==> config.mk <==
export PLATFORM = sky130hd
export DESIGN_NAME = mis_cell
export DESIGN_NICKNAME = d
export VERILOG_FILES = /design/src/rtl/core/mis_pkg.sv /design/src/rtl/core/mis_cell.sv
export SDC_FILE = /design/constraint.sdc
export NUM_CORES = 1
export LEC_CHECK = 0
export BUFFER_PORTS_ARGS = -buffer_cell sky130_fd_sc_hd__buf_2
export CAP_MARGIN = 20
export CORE_UTILIZATION = 25
export CTS_BUF_LIST = sky130_fd_sc_hd__clkbuf_8
export CTS_CLUSTER_DIAMETER = 80
export DETAILED_ROUTE_END_ITERATION = 12
export PLACE_DENSITY = 0.57
export SYNTH_ARGS = -nofsm -noshare
export SYNTH_HDL_FRONTEND = slang
export SYNTH_SLANG_ARGS = --single-unit
==> constraint.sdc <==
create_clock -name clk -period 7.11 [get_ports clk]
set_clock_uncertainty 0.15 [all_clocks]
set_input_delay 1.422 -clock clk [delete_from_list [all_inputs] [get_ports clk]]
set_output_delay 1.422 -clock clk [all_outputs]
set_load 0.05 [all_outputs]
==> src/rtl/core/mis_pkg.sv <==
`default_nettype none

package mis_pkg;

    localparam int VALUE_W = 31;
    localparam int TDATA_W = 32;

    typedef struct packed {
        logic               valid;
        logic [VALUE_W-1:0] value;
    } entry_t;

    typedef struct packed {
        logic               ins;
        logic               drain;
        logic [VALUE_W-1:0] value;
    } ctrl_t;

endpackage

`default_nettype wire

==> src/rtl/core/mis_cell.sv <==
`default_nettype none

module mis_cell
(
    input  wire logic            clk,
    input  wire logic            rst_n,
    input  wire mis_pkg::ctrl_t  ctrl,
    input  wire logic            prev_le,
    input  wire mis_pkg::entry_t prev,
    input  wire mis_pkg::entry_t next,
    output logic                 le,
    output mis_pkg::entry_t      q
);

    logic                        valid_reg;
    logic                        valid_next;
    logic [mis_pkg::VALUE_W-1:0] value_reg;
    logic [mis_pkg::VALUE_W-1:0] value_next;

    // The cell keeps its entry when it is not greater than the new value.
    assign le = valid_reg && (value_reg <= ctrl.value);

    always_comb
    begin
        valid_next = valid_reg;
        value_next = value_reg;
        if (ctrl.drain)
        begin
            valid_next = next.valid;
            value_next = next.value;
        end
        else if (ctrl.ins && !le)
        begin
            if (prev_le)
            begin
                valid_next = 1'b1;
                value_next = ctrl.value;
            end
            else
            begin
                valid_next = prev.valid;
                value_next = prev.value;
            end
        end
    end

    always_ff @(posedge clk or negedge rst_n)
    begin
        if (!rst_n)
        begin
            valid_reg <= 1'b0;
        end
        else
        begin
            valid_reg <= valid_next;
        end
    end

    always_ff @(posedge clk)
    begin
        value_reg <= value_next;
    end

    assign q.valid = valid_reg;
    assign q.value = value_reg;

endmodule

`default_nettype wire

Word-level counts from Yosys, hierarchy flattened
Index checks and enable logic that the tools add are counted.
Storage, ports and cells
  register bits after elaboration: 32
  bits of input ports: 100
  output and inout port bits: 33
  word-level logic and storage cells: 13
Operators by class
  $lt $le $gt $ge: 1
  muxes and demuxes: 6
  reductions and logical operators: 4
Operator list (count)
  $mux 31: 3
  $le 31x31->1: 1
  $mux 1: 3
  $logic_and 1x1->1: 2
  $reduce_bool 2->1: 1
  $logic_not 1->1: 1

Logic depth before layout (Yosys ltp)
Gate-level depths: netlist of the first run.
  depth after elaboration: 6
  gate-level depth with buffers: 7
  depth with buffers taken out: 7

Least setup slack after synthesis of the first run
Ideal clock, no wire load.
  path type: input to output
  from: in ctrl[13] (netlist name)
  to: out le
  arrival time: 3.468 ns
  data required time: 5.538 ns
  path slack: 2.070 ns
  stages: 7
  path buffers: 0
  path through: inv_1 > ha_1 > nand4_2 > or4_4 > nor4_2 > a31oi_1 > a31oi_1
On the way
  word-level cells in the longest chain between the ends: 2
Ends and longest elaborated chain
  start: declaration: line mis_cell.sv:7  | input wire mis_pkg::ctrl_t ctrl,
  $le 31x31->1: line mis_cell.sv:21  | assign le = valid_reg && (value_reg <= ctrl.value);
  $logic_and 1x1->1: line mis_cell.sv:21
  end: declaration: line mis_cell.sv:11  | output logic le,
No other way between the ends.

Worst setup path after layout of the first run
  from: in ctrl[14] (netlist name)
  to: out le
The elaborated chain is that of the path after synthesis.

==> results.cfg, run 1 <==
[detailed_routing]
dr_total_vias = 2258
ant_nets = 0
drc_errors = 0
drt_iter0_drc = 52
routed_wl_um = 6330
via_per_inst = 4.334
routedWlPerCell_um = 12.15
drtPass1Iterations = 4

[logic_synthesis]
ys_types = 35
muxShareOfSynthArea_pct = 12.49
synth_top_family_by_area = adder cells
synth_compound_area_share_pct = 13.45
syn_area_um2 = 2484
synth_xor_area_share_pct = 0
synthDominantCellAreaShare_pct = 37.48
syn_nets = 390
post-synth-top-area-cell = edfxtp_1
ys_warn_count = 0
yosysSeqAreaShare_pct = 38.49
ys_async_sr_fraction_pct = 3.125
synth_edf_count = 31
yosys-top-cells-area = edfxtp_1 37%, ha_1 16%, mux2i_1 12%
avgSynthCellArea_um2 = 9.589
synth_cells = 259
synth-simple-area-share_pct = 12.75
synth_ff_type = edfxtp_1
yosys.area_share.adder_pct = 15.62
ys_ff_latch = 32

[setup_path]
worstPathMaxFanout = 5
reg2reg_depth = 6
path_class = in -> out
worstSetupStartpointType = primary input
required_ns = 5.54
arrival_ns = 3.27
worstSetupEndpointType = output pin

[clocking]
cts_tree = yes
htreeDepth = 2
numCtsBuffers = 5
cts.reportedPaths.clkPinSlew_ns = 0.07
hold_buffers = 0
cts.repair.resized = 0
cts_sinks = 32
post_cts_buffers = 0
insertion_delay_ns = 0.28
cts_root_buf = clkbuf_8
clk_path_buf_depth = 2

[final_layout]
areaGrowthSynthToFinish_pct = 34.86
antennaDiodeCount = 0
drive_gt1_share_pct = 38.14
multi_input_area_um2 = 1350
nFillCells = 1044
nets = 518
largest_reg_flops = 31
seqCellArea_um2 = 955.9

[die]
initial_utilization_pct = 25.65
dieArea_um2 = 10340
die_h_um = 101.7
io_pins = 133
fp.dieW_um = 101.7
core_area_um2 = 9684
rows = 36

[global_routing]
grt.overflow.total = 0
antenna_found_initial = 0
grt_use_total_pct = 12.26
grt_pass1_vias = 2072
grt_max_degree = 66
grt_pass1_wl_um = 9708

[pwr]
p_per_area_nw_per_um2 = 183.5
ir_worst_vdd_v = 0.00005791
leakagePower_nw = 1.748
p_total_mw = 0.6147

[flow_run]
cap_violations = 0

[sta]
final-hold-violation-count = 0
rsz0062_at_grt = false
tightest_slew_ns = 0.9899
setup_viol = 0
relSlewSlack_pct = 34.01
tns_ns = 0
fin_crit_sh_pct = 68.16
final_max_slew_viol_count = 0
fmax_mhz = 206.4
finalCriticalPeriod_ns = 4.846

[placement]
hpwl_um = 5056
portBuffers = 132
gp_congestion = 0.7510

[status]
outcome = completed

[worst_hold_path]
hp-class = reg -> reg
hold_depth = 4
cell families (layout without fill, tap and decap cells):
kind of cell             count (synthesis)  in the layout
AO/OA/AOI/OAI                           60             60
adder cells (fa/ha/maj)                 31             31
buffers and inverters                   46            175
flip-flops                              32             32
multiplexers                            31             31
AND/OR/NAND/NOR                         59             59
synthesized netlist by cell type (all sizes together), types with 4 or more instances:
master	n
mux2i	31
clkbuf	8
nand2	37
buf	4
inv	34
a21oi	13
ha	31
o21ai	35
nand4	6
edfxtp	31
worst paths after layout:
kind | end | slack (ns) | start
max in group asynchronous | valid_reg$_DFFE_PN0P_ | 5.98 | rst_n
setup reg to reg | value_reg[8]$_DFFE_PP_ | 4.17 | value_reg[13]$_DFFE_PP_
hold / removal | valid_reg$_DFFE_PN0P_ | 0.67 | value_reg[14]$_DFFE_PP_
min in group asynchronous | valid_reg$_DFFE_PN0P_ | 0.74 | rst_n
hold reg to reg | valid_reg$_DFFE_PN0P_ | 0.67 | value_reg[14]$_DFFE_PP_
setup / recovery | le | 2.26 | ctrl[14]
stage by stage:
step                      utilization, %  setup slack (ns)  cells  hold slack [ns]  area, µm²
after floorplan                        -             2.070    259           0.6015       2484
after global placement             33.75             2.276    513           0.6445       3268
after detailed placement           33.75             2.249    513           0.6669       3268
after CTS                          34.59             2.242    521           0.6794       3349
after global routing               34.59             2.109    521           0.7277       3349
final                              34.59             2.264    521           0.6733       3349
final cells by class:
cell class              count  share of cell area [%]
repair buffers            133                   19.95
inverters                  34                   3.810
flip-flops and latches     32                   28.54
well taps                 133                   4.968
clock buffers               5                   2.055
multi-input cells         181                   40.31
clock inverters             3                  0.3736
power breakdown:
part           internal, mW  switching, mW  total (mW)
clock network        0.0659         0.0708       0.137
registers             0.234         0.0113       0.246
logic                0.0769          0.156       0.233
per-layer routing:
metal,global-route usage [%],vias to the layer above,wire length (µm)
met3,2.346,4,337
met5,0,-,0
met4,3.344,0,42
met1,15.85,996,2966
li1,-,1188,-
met2,20.79,70,2983
layout by cell type, fill, tap and decap left out, drive strengths merged, types with 3 or more instances in the layout:
master / instances
a21oi: 13
a31oi: 3
and3: 3
buf: 133
clkbuf: 5
edfxtp: 31
ha: 31
inv: 36
mux2i: 31
nand2: 37
nand3: 3
nand4: 6
o21ai: 35
critical path: stages:
cell and delay [ns]:
buf_2 0.09, inv_1 0.04, ha_1 0.30, nand4_2 0.14
or4_4 0.59, nor4_2 0.15, a31oi_1 0.09, a31oi_1 0.16
buf_2 0.29
Note: power is estimated with default switching activity, not from simulation.
==> run 2, diff against run 1 <==
--- a/config.mk
+++ b/config.mk
@@ -11,7 +11,7 @@
 export CTS_BUF_LIST = sky130_fd_sc_hd__clkbuf_8
 export CTS_CLUSTER_DIAMETER = 80
 export DETAILED_ROUTE_END_ITERATION = 12
-export PLACE_DENSITY = 0.57
+export PLACE_DENSITY = 0.58
 export SYNTH_ARGS = -nofsm -noshare
 export SYNTH_HDL_FRONTEND = slang
 export SYNTH_SLANG_ARGS = --single-unit
==> constraint.sdc (replaced) <==
create_clock -name clk -period 4 [get_ports clk]
set_clock_uncertainty 0.15 [all_clocks]
set_input_delay 0.8 -clock clk [delete_from_list [all_inputs] [get_ports clk]]
set_output_delay 0.8 -clock clk [all_outputs]
set_load 0.05 [all_outputs]
==> run 2 against run 1 <==
Against the previous run:
- clock power increased by 110%
- power rose by 85%
- via count rose by 0.84%
- largest power group unchanged
- flip-flop and latch count unchanged
- register-to-register slack worse by 3.1 ns
- global-route usage up 0.18 points
- non-clock buffer count increased by 2
- final area up 1.4%
- highest routed layer unchanged
- first-iteration DRC count is 7.7% lower
==> results.cfg, run 2 (synthesis results as in run 1) <==
[detailed_routing]
routedWlPerCell_um = 12.66
dr_total_vias = 2277
ant_nets = 0
drc_errors = 0
via_per_inst = 4.354
drtPass1Iterations = 6
drt_iter0_drc = 48
routed_wl_um = 6620

[global_routing]
grt_max_degree = 36
grt_pass1_vias = 2067
antenna_found_initial = 0
grt_use_total_pct = 12.43
grt_pass1_wl_um = 9853
grt.overflow.total = 0

[final_layout]
areaGrowthSynthToFinish_pct = 36.73
nets = 520
antennaDiodeCount = 0
drive_gt1_share_pct = 38.72
final_area_um2 = 3396
final_core_util_pct = 35.06
layout_common_cells = 132 x buf_2, 37 x nand2_1, 35 x inv_1, 34 x o21ai_0
stdcell_count = 523
largest_reg_flops = 31
final_common_cell = buf_2

[clocking]
insertion_delay_ns = 0.28
cts_root_buf = clkbuf_8
cts_tree = yes
cts.reportedPaths.clkPinSlew_ns = 0.07
cts.repair.resized = 0
cts_sinks = 32
htreeDepth = 2
numCtsBuffers = 5
post_cts_buffers = 0
hold_buffers = 0
clk_path_buf_depth = 2

[sta]
final-hold-violation-count = 0
fmax_mhz = 273.0
holdWs_ns = 0.1320
setup_ws_ns = 0.3375
rsz0062_at_grt = false
setup_viol = 0
finalCriticalPeriod_ns = 3.662
final_max_slew_viol_count = 0
tns_ns = 0
tightest_slew_ns = 0.5114
relSlewSlack_pct = 65.91
fin_crit_sh_pct = 91.56

[setup_path]
required_ns = 3.05
rr_startpoint = value_reg[10]$_DFFE_PP_
startpoint = ctrl[13]
worstPathMaxFanout = 5
arrival_ns = 2.71
path_class = in -> out
worstSetupEndpointType = output pin
worstSetupStartpointType = primary input
reg2reg_depth = 7

[pwr]
leakagePower_nw = 1.768
p_sw_mw = 0.4269
power_frac_seq_pct = 38.3
ir_worst_vdd_v = 0.0001292
p_comb_share_pct = 37.0
pwr-share-clk_pct = 24.7
swShare_pct = 37.50
p_int_mw = 0.7116
p_per_area_nw_per_um2 = 335.3
p_total_mw = 1.138

[placement]
gp_congestion = 0.7510
placed_cells = 515
dp_slack_ns = 0.3351
post_dp_cell_area_um2 = 3296
hpwl_um = 5497
portBuffers = 132

[status]
outcome = completed

[flow_run]
cap_violations = 0

[die]
io_pins = 133
die_h_um = 101.7
initial_utilization_pct = 25.65
dieArea_um2 = 10340
core_area_um2 = 9684
rows = 36
fp.dieW_um = 101.7

[worst_hold_path]
hp-class = in -> async
-- run 2: changes by cell type in the layout (fill, tap and decap cells not counted), sizes merged --
cell / change
buf: +2
clkbuf: +2
inv: -1
clkinv: -1
-- run 2: cell type report --
class	count	area (µm²)
multi-input combinational	181	1350
clock inverter	1	3.754
sequential	32	955.9
tap	133	166.4
inverter	34	127.6
fill	1037	6289
timing repair buffer	135	695.7
clock buffer	7	96.34
-- run 2: power groups by stage --
stage,Combinational [mW],Clock (mW),Sequential (mW)
after floorplan,0.163,0,0.567
after global placement,0.422,0,0.443
after detailed placement,0.427,0,0.444
after CTS,0.428,0.292,0.436
after global routing,0.460,0.305,0.441
final,0.422,0.281,0.436
-- run 2: worst max-delay path, stage by stage --
cell and delay (ns):
buf_2 0.09, inv_1 0.04, ha_1 0.32, nand4_2 0.15, or4_4 0.59, nor4_2 0.15, a31oi_1 0.09, a31oi_1 0.20
buf_2 0.30
-- run 2: final timing paths --
path | endpoint | slack (ns)
max in group asynchronous | valid_reg$_DFFE_PN0P_ | 3.48
hold reg to reg | valid_reg$_DFFE_PN0P_ | 0.65
hold / removal | valid_reg$_DFFE_PN0P_ | 0.13
setup / recovery | le | 0.34
min in group clk | valid_reg$_DFFE_PN0P_ | 0.64
setup reg to reg | value_reg[16]$_DFFE_PP_ | 1.08
-- run 2: routing by layer --
| metal | track usage [%] | vias up | part of all wire [%] |
|---|---|---|---|
| met5 | 0 | - | 0 |
| met4 | 3.010 | 0 | 0.77 |
| li1 | - | 1196 | - |
| met2 | 20.17 | 72 | 45 |
| met1 | 17.01 | 1005 | 49 |
| met3 | 2.346 | 4 | 4.7 |
